## src/hw/rtl/oad_pkg.sv

```systemverilog
// ---------------------------------------------------------------------------
// Obstacle avoidance drive package
// Shared types, register codes and constants of the drive controller.
// ---------------------------------------------------------------------------
`default_nettype none

package oad_pkg;

  localparam int unsigned DistW  = 9;
  localparam int unsigned TimeW  = 16;
  localparam int unsigned SpeedW = 8;
  localparam int unsigned CfgAw  = 5;
  localparam int unsigned CfgDw  = 32;

  localparam logic [SpeedW-1:0] SteerFast = 8'd135;
  localparam logic [SpeedW-1:0] SteerSlow = 8'd80;
  localparam logic [SpeedW-1:0] DutyMax   = 8'd255;

  localparam logic [DistW-1:0]  RstFrontStop = 9'd22;
  localparam logic [DistW-1:0]  RstSideStop  = 9'd14;
  localparam logic [TimeW-1:0]  RstBackupMs  = 16'd420;
  localparam logic [TimeW-1:0]  RstTurnMs    = 16'd520;
  localparam logic [SpeedW-1:0] RstFwdSpeed  = 8'd135;
  localparam logic [SpeedW-1:0] RstRevSpeed  = 8'd120;
  localparam logic [SpeedW-1:0] RstTurnSpeed = 8'd130;
  localparam logic [SpeedW-1:0] RstMinDuty   = 8'd70;

  typedef enum logic [1:0] {
    PH_CRUISE = 2'd0,
    PH_BACKUP = 2'd1,
    PH_TURN_L = 2'd2,
    PH_TURN_R = 2'd3
  } phase_e;

  typedef enum logic [1:0] {
    DIR_COAST = 2'd0,
    DIR_FWD   = 2'd1,
    DIR_REV   = 2'd2
  } dir_e;

  typedef enum logic [2:0] {
    REG_FRONT_STOP = 3'd0,
    REG_SIDE_STOP  = 3'd1,
    REG_BACKUP_MS  = 3'd2,
    REG_TURN_MS    = 3'd3,
    REG_FWD_SPEED  = 3'd4,
    REG_REV_SPEED  = 3'd5,
    REG_TURN_SPEED = 3'd6,
    REG_MIN_DUTY   = 3'd7
  } reg_idx_e;

  typedef struct packed {
    logic [DistW-1:0]  front_stop;
    logic [DistW-1:0]  side_stop;
    logic [TimeW-1:0]  backup_ms;
    logic [TimeW-1:0]  turn_ms;
    logic [SpeedW-1:0] fwd_speed;
    logic [SpeedW-1:0] rev_speed;
    logic [SpeedW-1:0] turn_speed;
    logic [SpeedW-1:0] min_duty;
  } cfg_t;

  typedef struct packed {
    logic              neg;
    logic [SpeedW-1:0] mag;
  } motor_cmd_t;

  typedef struct packed {
    motor_cmd_t left;
    motor_cmd_t right;
  } drive_cmd_t;

endpackage

`default_nettype wire

```

## src/hw/rtl/oad_cfg_regs.sv

```systemverilog
// ---------------------------------------------------------------------------
// Obstacle avoidance configuration registers
// APB register file holding thresholds, durations and speeds.
// ---------------------------------------------------------------------------
`default_nettype none

module oad_cfg_regs (
  input  wire logic                        clk_i,
  input  wire logic                        rst_ni,
  input  wire logic                        psel,
  input  wire logic                        penable,
  input  wire logic                        pwrite,
  input  wire logic [oad_pkg::CfgAw-1:0]   paddr,
  input  wire logic [oad_pkg::CfgDw-1:0]   pwdata,
  output logic      [oad_pkg::CfgDw-1:0]   prdata,
  output logic                             pready,
  output oad_pkg::cfg_t                    cfg_o
);
  import oad_pkg::*;

  cfg_t     cfg_q;
  reg_idx_e idx;
  logic     wr_en;

  assign idx    = reg_idx_e'(paddr[CfgAw-1:2]);
  assign pready = 1'b1;
  assign wr_en  = psel & penable & pwrite & pready;
  assign cfg_o  = cfg_q;

  always_ff @(posedge clk_i or negedge rst_ni) begin
    if (!rst_ni) begin
      cfg_q.front_stop <= RstFrontStop;
      cfg_q.side_stop  <= RstSideStop;
      cfg_q.backup_ms  <= RstBackupMs;
      cfg_q.turn_ms    <= RstTurnMs;
      cfg_q.fwd_speed  <= RstFwdSpeed;
      cfg_q.rev_speed  <= RstRevSpeed;
      cfg_q.turn_speed <= RstTurnSpeed;
      cfg_q.min_duty   <= RstMinDuty;
    end else if (wr_en) begin
      case (idx)
        REG_FRONT_STOP: cfg_q.front_stop <= pwdata[DistW-1:0];
        REG_SIDE_STOP:  cfg_q.side_stop  <= pwdata[DistW-1:0];
        REG_BACKUP_MS:  cfg_q.backup_ms  <= pwdata[TimeW-1:0];
        REG_TURN_MS:    cfg_q.turn_ms    <= pwdata[TimeW-1:0];
        REG_FWD_SPEED:  cfg_q.fwd_speed  <= pwdata[SpeedW-1:0];
        REG_REV_SPEED:  cfg_q.rev_speed  <= pwdata[SpeedW-1:0];
        REG_TURN_SPEED: cfg_q.turn_speed <= pwdata[SpeedW-1:0];
        REG_MIN_DUTY:   cfg_q.min_duty   <= pwdata[SpeedW-1:0];
        default: ;
      endcase
    end
  end

  always_comb begin
    prdata = '0;
    case (idx)
      REG_FRONT_STOP: prdata = {{(CfgDw-DistW){1'b0}}, cfg_q.front_stop};
      REG_SIDE_STOP:  prdata = {{(CfgDw-DistW){1'b0}}, cfg_q.side_stop};
      REG_BACKUP_MS:  prdata = {{(CfgDw-TimeW){1'b0}}, cfg_q.backup_ms};
      REG_TURN_MS:    prdata = {{(CfgDw-TimeW){1'b0}}, cfg_q.turn_ms};
      REG_FWD_SPEED:  prdata = {{(CfgDw-SpeedW){1'b0}}, cfg_q.fwd_speed};
      REG_REV_SPEED:  prdata = {{(CfgDw-SpeedW){1'b0}}, cfg_q.rev_speed};
      REG_TURN_SPEED: prdata = {{(CfgDw-SpeedW){1'b0}}, cfg_q.turn_speed};
      REG_MIN_DUTY:   prdata = {{(CfgDw-SpeedW){1'b0}}, cfg_q.min_duty};
      default:        prdata = '0;
    endcase
  end

endmodule

`default_nettype wire

```

## src/hw/rtl/oad_drive_step.sv

```systemverilog
// ---------------------------------------------------------------------------
// Obstacle avoidance phase step
// Next phase, countdown, signed motor commands and beep request for one tick.
// ---------------------------------------------------------------------------
`default_nettype none

module oad_drive_step (
  input  wire oad_pkg::cfg_t               cfg_i,
  input  wire oad_pkg::phase_e             phase_i,
  input  wire logic [oad_pkg::TimeW-1:0]   time_left_i,
  input  wire logic [oad_pkg::DistW-1:0]   dist_front_i,
  input  wire logic [oad_pkg::DistW-1:0]   dist_left_i,
  input  wire logic [oad_pkg::DistW-1:0]   dist_right_i,
  input  wire logic                        estop_i,
  output oad_pkg::phase_e                  phase_o,
  output logic      [oad_pkg::TimeW-1:0]   time_left_o,
  output oad_pkg::drive_cmd_t              cmd_o,
  output logic                             beep_o
);
  import oad_pkg::*;

  logic [TimeW-1:0] tl_dec;
  logic             expired;
  logic             left_blk;
  logic             right_blk;

  assign tl_dec    = (time_left_i != '0) ? time_left_i - TimeW'(1) : time_left_i;
  assign expired   = (tl_dec == '0);
  assign left_blk  = (dist_left_i <= cfg_i.side_stop);
  assign right_blk = (dist_right_i <= cfg_i.side_stop);

  always_comb begin
    phase_o     = phase_i;
    time_left_o = tl_dec;
    cmd_o       = '0;
    beep_o      = 1'b0;
    if (!estop_i) begin
      case (phase_i)
        PH_BACKUP: begin
          cmd_o.left.neg  = 1'b1;
          cmd_o.right.neg = 1'b1;
          cmd_o.left.mag  = cfg_i.rev_speed;
          cmd_o.right.mag = cfg_i.rev_speed;
          if (expired) begin
            phase_o     = (dist_left_i >= dist_right_i) ? PH_TURN_L : PH_TURN_R;
            time_left_o = cfg_i.turn_ms;
          end
        end
        PH_TURN_L: begin
          cmd_o.left.neg  = 1'b1;
          cmd_o.left.mag  = cfg_i.turn_speed;
          cmd_o.right.mag = cfg_i.turn_speed;
          if (expired) begin
            phase_o = PH_CRUISE;
          end
        end
        PH_TURN_R: begin
          cmd_o.right.neg = 1'b1;
          cmd_o.left.mag  = cfg_i.turn_speed;
          cmd_o.right.mag = cfg_i.turn_speed;
          if (expired) begin
            phase_o = PH_CRUISE;
          end
        end
        default: begin
          if (dist_front_i <= cfg_i.front_stop) begin
            beep_o          = 1'b1;
            phase_o         = PH_BACKUP;
            time_left_o     = cfg_i.backup_ms;
            cmd_o.left.neg  = 1'b1;
            cmd_o.right.neg = 1'b1;
            cmd_o.left.mag  = cfg_i.rev_speed;
            cmd_o.right.mag = cfg_i.rev_speed;
          end else if (left_blk && !right_blk) begin
            cmd_o.left.mag  = SteerFast;
            cmd_o.right.mag = SteerSlow;
          end else if (right_blk && !left_blk) begin
            cmd_o.left.mag  = SteerSlow;
            cmd_o.right.mag = SteerFast;
          end else begin
            cmd_o.left.mag  = cfg_i.fwd_speed;
            cmd_o.right.mag = cfg_i.fwd_speed;
          end
        end
      endcase
    end
  end

endmodule

`default_nettype wire

```

## src/hw/rtl/oad_duty_map.sv

```systemverilog
// ---------------------------------------------------------------------------
// Obstacle avoidance duty mapping
// Turns a signed motor command into a direction and a compensated duty.
// ---------------------------------------------------------------------------
`default_nettype none

module oad_duty_map (
  input  wire oad_pkg::motor_cmd_t          cmd_i,
  input  wire logic [oad_pkg::SpeedW-1:0]   min_duty_i,
  output oad_pkg::dir_e                     dir_o,
  output logic      [oad_pkg::SpeedW-1:0]   duty_o
);
  import oad_pkg::*;

  logic [SpeedW-1:0]   mag_m1;
  logic [SpeedW-1:0]   span;
  logic [2*SpeedW-1:0] prod;
  logic [2*SpeedW-2:0] half;
  logic [SpeedW-1:0]   hi;
  logic [6:0]          lo;
  logic [SpeedW:0]     fold;
  logic [SpeedW-1:0]   quot;

  // The product divided by 254 is its half divided by 127. Since
  // 128 = 127 + 1, half = hi*127 + (hi + lo), and hi + lo stays below 381.
  assign mag_m1 = cmd_i.mag - SpeedW'(1);
  assign span   = DutyMax - min_duty_i;
  assign prod   = mag_m1 * span;
  assign half   = prod[2*SpeedW-1:1];
  assign hi     = half[2*SpeedW-2:7];
  assign lo     = half[6:0];
  assign fold   = {1'b0, hi} + {2'b00, lo};

  always_comb begin
    if (fold >= 9'd254) begin
      quot = hi + SpeedW'(2);
    end else if (fold >= 9'd127) begin
      quot = hi + SpeedW'(1);
    end else begin
      quot = hi;
    end
  end

  always_comb begin
    if (cmd_i.mag == '0) begin
      dir_o  = DIR_COAST;
      duty_o = '0;
    end else begin
      dir_o  = cmd_i.neg ? DIR_REV : DIR_FWD;
      duty_o = quot + min_duty_i;
    end
  end

endmodule

`default_nettype wire

```

## src/hw/rtl/obstacle_avoid_drive_fsm_unit.sv

```systemverilog
// ---------------------------------------------------------------------------
// Obstacle avoidance drive controller
// One tick per transaction: avoidance phase, countdown and motor outputs.
// ---------------------------------------------------------------------------
//  Channel   Direction  Handshake               Contents
//  s_axis    in         tvalid/tready           distances, emergency stop
//  m_axis    out        tvalid/tready           motor dirs/duties, phase, beep
//  apb       in         psel/penable/pready     eight configuration registers
//
//  Each tick passes through the input register, then the result register.
//  A new tick is accepted every cycle unless the output stalls; the phase and
//  countdown registers are updated as a tick moves from input to result register.
//  A stalled output holds the result, and the input register keeps one more tick.
//  Reset returns the phase to cruise, the countdown to zero and loads defaults.
// ---------------------------------------------------------------------------
`default_nettype none

module obstacle_avoid_drive_fsm_unit (
  input  wire logic                        clk_i,
  input  wire logic                        rst_ni,
  // dist_front [8:0], dist_left [17:9], dist_right [26:18], zero fill
  input  wire logic [31:0]                 s_axis_tdata,
  // estop [0]
  input  wire logic                        s_axis_tuser,
  input  wire logic                        s_axis_tvalid,
  output logic                             s_axis_tready,
  // left_dir [1:0], left_duty [9:2], right_dir [11:10], right_duty [19:12],
  // phase [21:20], zero fill
  output logic      [23:0]                 m_axis_tdata,
  // beep_request [0]
  output logic                             m_axis_tuser,
  output logic                             m_axis_tvalid,
  input  wire logic                        m_axis_tready,
  input  wire logic                        psel,
  input  wire logic                        penable,
  input  wire logic                        pwrite,
  input  wire logic [oad_pkg::CfgAw-1:0]   paddr,
  input  wire logic [oad_pkg::CfgDw-1:0]   pwdata,
  output logic      [oad_pkg::CfgDw-1:0]   prdata,
  output logic                             pready
);
  import oad_pkg::*;

  cfg_t             cfg;
  logic             in_valid_q;
  logic [DistW-1:0] in_front_q;
  logic [DistW-1:0] in_left_q;
  logic [DistW-1:0] in_right_q;
  logic             in_estop_q;
  logic             advance;
  logic             in_take;
  phase_e           phase_q;
  phase_e           phase_d;
  logic [TimeW-1:0] time_left_q;
  logic [TimeW-1:0] time_left_d;
  drive_cmd_t       cmd;
  logic             beep;
  dir_e             left_dir;
  dir_e             right_dir;
  logic [7:0]       left_duty;
  logic [7:0]       right_duty;
  logic             out_valid_q;
  logic [23:0]      out_data_q;
  logic             out_beep_q;

  oad_cfg_regs u_cfg (
    .clk_i   (clk_i),
    .rst_ni  (rst_ni),
    .psel    (psel),
    .penable (penable),
    .pwrite  (pwrite),
    .paddr   (paddr),
    .pwdata  (pwdata),
    .prdata  (prdata),
    .pready  (pready),
    .cfg_o   (cfg)
  );

  oad_drive_step u_step (
    .cfg_i        (cfg),
    .phase_i      (phase_q),
    .time_left_i  (time_left_q),
    .dist_front_i (in_front_q),
    .dist_left_i  (in_left_q),
    .dist_right_i (in_right_q),
    .estop_i      (in_estop_q),
    .phase_o      (phase_d),
    .time_left_o  (time_left_d),
    .cmd_o        (cmd),
    .beep_o       (beep)
  );

  oad_duty_map u_duty_left (
    .cmd_i      (cmd.left),
    .min_duty_i (cfg.min_duty),
    .dir_o      (left_dir),
    .duty_o     (left_duty)
  );

  oad_duty_map u_duty_right (
    .cmd_i      (cmd.right),
    .min_duty_i (cfg.min_duty),
    .dir_o      (right_dir),
    .duty_o     (right_duty)
  );

  assign advance       = in_valid_q & (~out_valid_q | m_axis_tready);
  assign s_axis_tready = ~in_valid_q | advance;
  assign in_take       = s_axis_tvalid & s_axis_tready;

  always_ff @(posedge clk_i or negedge rst_ni) begin
    if (!rst_ni) begin
      in_valid_q  <= 1'b0;
      out_valid_q <= 1'b0;
      phase_q     <= PH_CRUISE;
      time_left_q <= '0;
    end else begin
      if (in_take) begin
        in_valid_q <= 1'b1;
      end else if (advance) begin
        in_valid_q <= 1'b0;
      end
      if (advance) begin
        out_valid_q <= 1'b1;
        phase_q     <= phase_d;
        time_left_q <= time_left_d;
      end else if (m_axis_tready) begin
        out_valid_q <= 1'b0;
      end
    end
  end

  always_ff @(posedge clk_i) begin
    if (in_take) begin
      in_front_q <= s_axis_tdata[8:0];
      in_left_q  <= s_axis_tdata[17:9];
      in_right_q <= s_axis_tdata[26:18];
      in_estop_q <= s_axis_tuser;
    end
    if (advance) begin
      out_data_q <= {2'b00, phase_d, right_duty, right_dir, left_duty, left_dir};
      out_beep_q <= beep;
    end
  end

  assign m_axis_tvalid = out_valid_q;
  assign m_axis_tdata  = out_data_q;
  assign m_axis_tuser  = out_beep_q;

  a_beep_in_backup: assert property (@(posedge clk_i) disable iff (!rst_ni)
    m_axis_tvalid && m_axis_tuser |-> m_axis_tdata[21:20] == PH_BACKUP)
    else $error("beep request without backup phase");

  a_estop_holds_phase: assert property (@(posedge clk_i) disable iff (!rst_ni)
    advance && in_estop_q |=> phase_q == $past(phase_q))
    else $error("phase changed during emergency stop");

  a_dir_code_valid: assert property (@(posedge clk_i) disable iff (!rst_ni)
    m_axis_tvalid |-> m_axis_tdata[1:0] != 2'd3 && m_axis_tdata[11:10] != 2'd3)
    else $error("illegal motor direction code");

  a_estop_coasts: assert property (@(posedge clk_i) disable iff (!rst_ni)
    advance && in_estop_q |=> m_axis_tdata[19:0] == 20'd0 && !m_axis_tuser)
    else $error("motors driven during emergency stop");

endmodule

`default_nettype wire
```

## config.mk

```make
export PLATFORM = sky130hd
export DESIGN_NAME = obstacle_avoid_drive_fsm_unit
export DESIGN_NICKNAME = d
export VERILOG_FILES = /design/src/hw/rtl/oad_pkg.sv /design/src/hw/rtl/oad_cfg_regs.sv /design/src/hw/rtl/oad_drive_step.sv /design/src/hw/rtl/oad_duty_map.sv /design/src/hw/rtl/obstacle_avoid_drive_fsm_unit.sv
export SDC_FILE = /design/constraint.sdc
export NUM_CORES = 1
export LEC_CHECK = 0
export BUFFER_PORTS_ARGS = -buffer_cell sky130_fd_sc_hd__buf_2
export CAP_MARGIN = 40
export CELL_PAD_IN_SITES_DETAIL_PLACEMENT = 1
export CELL_PAD_IN_SITES_GLOBAL_PLACEMENT = 1
export CORE_ASPECT_RATIO = 0.6
export CORE_MARGIN = 2
export CORE_UTILIZATION = 35
export CTS_CLUSTER_DIAMETER = 100
export DETAILED_ROUTE_END_ITERATION = 10
export HOLD_SLACK_MARGIN = 0.05
export PLACE_DENSITY = 0.72
export SETUP_SLACK_MARGIN = 0.4
export SLEW_MARGIN = 10
export SYNTH_ARGS = -nofsm -noshare
export SYNTH_HDL_FRONTEND = slang
export SYNTH_SLANG_ARGS = --single-unit
```

## constraint.sdc

```tcl
create_clock -name clk_i -period 20.4 [get_ports clk_i]
set_input_delay 4.08 -clock clk_i [delete_from_list [all_inputs] [get_ports clk_i]]
set_output_delay 4.08 -clock clk_i [all_outputs]
set_load 0.02 [all_outputs]
```

==> results of run 1 <==
[worst register-to-register path, delay by kind of cell (launching register included)]
family / cells / cell delay, ns
xor+xnor: 4 / 1.39
mux: 1 / 0.06
fa+ha+maj: 10 / 4.10
buf+inv: 7 / 0.71
compound gates: 21 / 4.89
simple gates: 8 / 1.64
flops: 1 / 0.58
[cells by family (layout without fill, tap and decap cells)]
group	count (synthesis)	after routing	share of synthesized area
buf+inv	230	297	0.06428
simple gates	400	400	0.1296
other cells	2	19	0.0005070
xor+xnor	72	72	0.04494
fa+ha+maj	225	225	0.2284
mux	98	98	0.07687
flops	153	153	0.2778
compound gates	399	399	0.1776
[metrics by stage]
step / utilization / instance area, um^2
final: 0.3939 / 16470
after global routing: 0.3939 / 16470
after CTS: 0.3938 / 16460
after detailed placement: 0.3806 / 15910
after global placement: 0.3776 / 15780
after floorplan: - / 14880
[worst max-delay path by stage]
stage                         start  cells past startpoint               to
floorplan           u_cfg.cfg_o[65]                     51  m_axis_tdata[9]
global placement    u_cfg.cfg_o[65]                     51  m_axis_tdata[9]
detailed placement  u_cfg.cfg_o[65]                     51  m_axis_tdata[9]
CTS                 u_cfg.cfg_o[65]                     51  m_axis_tdata[9]
global route        u_cfg.cfg_o[65]                     51  m_axis_tdata[9]
finish              u_cfg.cfg_o[65]                     51  m_axis_tdata[9]
[layout make-up]
cell class	count	area, um^2
fillers	4846	25330
multi-input cells	1213	9824
flip-flops and latches	153	4115
well taps	570	713.2
repair buffers	114	695.7
inverters	151	566.8
clock buffers	20	446.7
clock inverters	12	105.1
[registers in the layout (all words and copies together) (netlist names)]
signal         cells
in_estop_q         1
in_front_q         9
in_left_q          9
in_right_q         9
in_valid_q         1
m_axis_tdata      22
m_axis_tuser       1
m_axis_tvalid      1
phase_q            2
time_left_q       16
u_cfg.cfg_o       82
[cell usage in the layout, fill, tap and decap left out, types with 10 or more instances in the layout]
cell type  instances
dfstp_2           25
edfxtp_1          51
nor2_1           176
a21o_1            47
xor2_1            24
a21oi_1          130
mux2i_1           26
o21ai_0           75
nand2b_1          19
or2_2             18
nor3_1            14
inv_1            151
nand2_1           71
o21bai_1          10
nand4_1           13
fa_1              76
conb_1            19
ha_1             148
mux2_2            66
and3_1            13
or3_1             11
buf_4             15
nand3_1           18
nor2b_1           16
clkbuf_16         17
a221oi_1          13
dfrtp_1           77
xnor2_1           45
buf_2             94
[layer usage]
layer  wire length [um]  GRT usage
met1              23010     0.3181
met2              19960     0.3257
met3               3611    0.05557
met4                423    0.03662
met5                  0          0
==> impl_metrics.tcl, run 1 <==
set metrics [dict create \
    worst_path_max_delay_cell "a21oi_1" \
    layout.cells.non_filler 2233 \
    synth_area_per_cell_um2 9.380 \
    placement.setup.worst_slack_ns 7.033 \
    cts-hold-fix-buffers 0 \
    cts_setup_buffers 0 \
    cts_root_buf "clkbuf_16" \
    synthDominantCellAreaShare 0.1301 \
    yosys-top-cells-area "dfrtp_1 (13%), ha_1 (13%), edfxtp_1 (10%)" \
    synth.most_common_cell "nor2_1" \
    die-area_mm2 0.04403 \
    worstReg2RegStart "u_cfg.cfg_o[65]" \
    criticalPathCategory "reg2reg" \
    antenna_violations_before_repair 0 \
    ios 137 \
    cp-start-kind "flop" \
    tritoncts "yes" \
    die_x_um 269.6 \
    clock_tree.htree_level_count 4 \
    synth_top_cells_by_count "nor2_1 (176), inv_1 (151), ha_1 (148)" \
    path_clk_slew_ns 0.07 \
    outcome "finished, final reports clean" \
    rsz_0062_raised_after_global_routing "no" \
    final_hold_viol_count 0 \
    placement.io_buffers 94 \
    critPathMostFrequentCell "inv_1" \
    worst_slack_ns 6.756 \
    synth-async-reset-ratio 0.6667 \
    worst_r2r_path_depth 51 \
    totalNegativeSetupSlack_ns 0 \
    hold-path-endpoint "m_axis_tvalid" \
    synth.yosys.warnings 0 \
    number_of_endpoints_failing_setup_at_the_final_stage 0 \
    yosysSeqAreaShare 0.2778 \
    cts.sinks 153 \
    placed_cells 2200 \
    fin_crit_sh 0.6688 \
    maxCapViolations 0 \
    number_of_buffers_between_clock_root_and_the_deepest_sink 2 \
    holdPathStages 1 \
    worst-endpoint-arrival_ns 13.83 \
    r2r_slack_ns 6.76 \
    layout.nets 1951 \
    postCtsResizedCells 0 \
    grt_first_pass_wirelength_mm 74.35 \
    final_layout_size_suffix_gt1_frac 0.1744 \
    grt_util_all_layers 0.2173 \
    minimum_period_implied_by_the_final_worst_setup_slack_ns 13.64 \
    hold-worst-slack_ns 0.4992 \
    finalMaxSlewViolations 0 \
    diodes 0 \
    cpPeakStageDelay_ns 0.71 \
    min-delay-path-class "reg2reg" \
    gp_congestion 0.9116 \
    most_frequently_used_flop_master_after_synthesis "dfrtp_1" \
    worst_tran_pin_value_ns 0.9142 \
    timing.critical_path.fanout_max 9 \
    slew_headroom 0.3905 \
    post_detailed_route_wirelength_per_cell_um 21.05 \
    grt_pass1_vias 12990 \
    cpLargestDelayFamily "compound AO/OA/AOI/OAI gates" \
    finalClockSkew_ns 0.01742 \
    vias_after_detailed_routing 12420 \
    gate_count_post_synth 1579 \
    total_wire_length_after_detailed_routing_mm 47.01 \
    min_from "in_valid_q" \
    vias_per_cell 5.562 \
    timing.fmax_mhz 73.29 \
    placementRows 58 \
    place.detailed.hpwl_mm 35.93 \
    number_of_drc_markers_in_iteration_0 919 \
    mappedNetlistArea_mm2 0.01481 \
    worst-endpoint-required_ns 20.59 \
    post_synth_top_area_cell "dfrtp_1" \
    placeableCoreArea_mm2 0.04180 \
    ant_nets 0 \
    end_of_the_worst_register_to_register_path "m_axis_tdata[9]" \
    clock_insertion_delay_worst_skew_ns 0.46 \
    synthDistinctLibCells 92 \
    dieHeight_um 163.3 \
    drt_drc_violations_left 0 \
    cts_made_buffers 17 \
    grt_remaining_overflow 0 \
    flops_latches_synth 153 \
    number_of_enable_flip_flop_cells_after_synthesis 51 \
    crit_buf_inv 7 \
    area_delta_synth_final_pct 11.18 \
    cp-end-kind "flop" \
    grt_start_max_net_pins 45 \
    first_pass_iters 5 \
    initial_utilization 0.3543 \
]
Power of run 1 is left out: the tool's default activity adds up to more than one toggle a clock period on the data nets, which glitch-free logic cannot reach.
==> inputs of run 2 (changes only) <==
clock period = 14 ns   (was 20.4 ns; I/O delays follow)
==> impl_metrics.tcl, run 2 (synthesis results as in run 1) <==
set metrics [dict create \
    grt_util_all_layers 0.2144 \
    dieHeight_um 163.3 \
    first_pass_iters 5 \
    cts_made_buffers 17 \
    critPathCapture "m_axis_tdata[9]" \
    minimum_period_implied_by_the_final_worst_setup_slack_ns 12.69 \
    place_area_mm2 0.01590 \
    ant_nets 0 \
    worst-endpoint-arrival_ns 12.89 \
    diodes 0 \
    initial_utilization 0.3543 \
    slew_headroom 0.3925 \
    area_delta_synth_final_pct 12.01 \
    grt_remaining_overflow 0 \
    end_of_the_worst_register_to_register_path "m_axis_tdata[9]" \
    placement.io_buffers 94 \
    clock_tree.htree_level_count 4 \
    finalCoreUtilization 0.3969 \
    cts.sinks 153 \
    cts_setup_buffers 0 \
    die_x_um 269.6 \
    critPathLaunch "u_cfg.cfg_o[65]" \
    place.detailed.hpwl_mm 35.89 \
    number_of_drc_markers_in_iteration_0 1029 \
    postCtsResizedCells 0 \
    vias_after_detailed_routing 12460 \
    largest_reg_flops 82 \
    worst_tran_pin_value_ns 0.9047 \
    grt_first_pass_wirelength_mm 73.96 \
    final_hold_viol_count 0 \
    clock_insertion_delay_worst_skew_ns 0.47 \
    layout_common_cells "nor2_1 (176), inv_1 (151), ha_1 (148)" \
    cpPeakStageDelay_ns 0.56 \
    post_detailed_route_wirelength_per_cell_um 20.78 \
    crit_buf_inv 7 \
    number_of_buffers_between_clock_root_and_the_deepest_sink 2 \
    placementRows 58 \
    outcome "finished, final reports clean" \
    drt_drc_violations_left 0 \
    tritoncts "yes" \
    min_from "in_valid_q" \
    worst_path_max_delay_cell "dfstp_2" \
    cpLargestDelayFamily "compound AO/OA/AOI/OAI gates" \
    number_of_endpoints_failing_setup_at_the_final_stage 0 \
    cp-start-kind "flop" \
    totalNegativeSetupSlack_ns 0 \
    placeableCoreArea_mm2 0.04180 \
    worstReg2RegStart "u_cfg.cfg_o[65]" \
    grt_start_max_net_pins 61 \
    cts_root_buf "clkbuf_16" \
    maxCapViolations 0 \
    critPathMostFrequentCell "inv_1" \
    vias_per_cell 5.573 \
    ios 137 \
    filler_cell_count 4865 \
    mostFrequentLayoutCell "nor2_1" \
    timing.critical_path.fanout_max 9 \
    min-delay-path-class "reg2reg" \
    gp_congestion 0.9019 \
    cts-hold-fix-buffers 0 \
    grt_pass1_vias 13030 \
    cp-end-kind "flop" \
    layout.nets 1953 \
    die-area_mm2 0.04403 \
    rsz_0062_raised_after_global_routing "yes" \
    timing.fmax_mhz 78.77 \
    multi_input_comb_area_mm2 0.009868 \
    r2r_slack_ns 1.31 \
    seqCellArea_mm2 0.004115 \
    worst-endpoint-required_ns 14.20 \
    finalInstanceArea_mm2 0.01659 \
    finalClockSkew_ns 0.01837 \
    final_layout_size_suffix_gt1_frac 0.1790 \
    total_wire_length_after_detailed_routing_mm 46.43 \
    path_clk_slew_ns 0.07 \
    path_depth 51 \
    fin_crit_sh 0.9068 \
    worst_r2r_path_depth 51 \
    criticalPathCategory "reg2reg" \
    antenna_violations_before_repair 1 \
    finalMaxSlewViolations 0 \
]
run 2: cell types whose count changed in the layout (fill, tap and decap cells not counted), moves of 2 or more:
cell       before  now
xor2_2          0    2
clkbuf_16      17   19
buf_4          15   17
xor2_1         24   22
run 2: worst min-delay path by stage:
stage               endpoint  slack [ns]  depth (start not counted)
6_report       m_axis_tvalid        0.51                          1
5_1_grt        m_axis_tvalid        0.54                          1
4_1_cts        m_axis_tvalid        0.51                          1
3_5_place_dp   m_axis_tvalid        0.49                          1
3_3_place_gp   m_axis_tvalid        0.47                          1
2_1_floorplan  m_axis_tvalid        0.46                          1
run 2: routing by layer:
metal,GRT usage,vias to the layer above,routed length (um)
met4,0.03990,0,611
met1,0.3157,6320,22900
li1,-,5678,-
met2,0.3170,404,19260
met5,0,-,0
met3,0.05469,54,3661
run 2: area by class of cell:
cell class / count / area share
multi-input combinational: 1213 / 0.5948
clock buffer: 21 / 0.02971
sequential: 153 / 0.2480
inverter: 151 / 0.03416
timing repair buffer: 116 / 0.04299
tap: 570 / 0.04299
clock inverter: 11 / 0.007315
run 2: stage by stage:
stage	cells	hold slack, ns	setup WS, ns
after floorplan	1596	0.4572	3.066
after global placement	2195	0.4742	1.222
after detailed placement	2201	0.4884	0.9607
after CTS	2233	0.5098	0.9637
after global routing	2235	0.5376	0.3745
final	2235	0.5116	1.305
Power of run 2 is left out for the same reason.
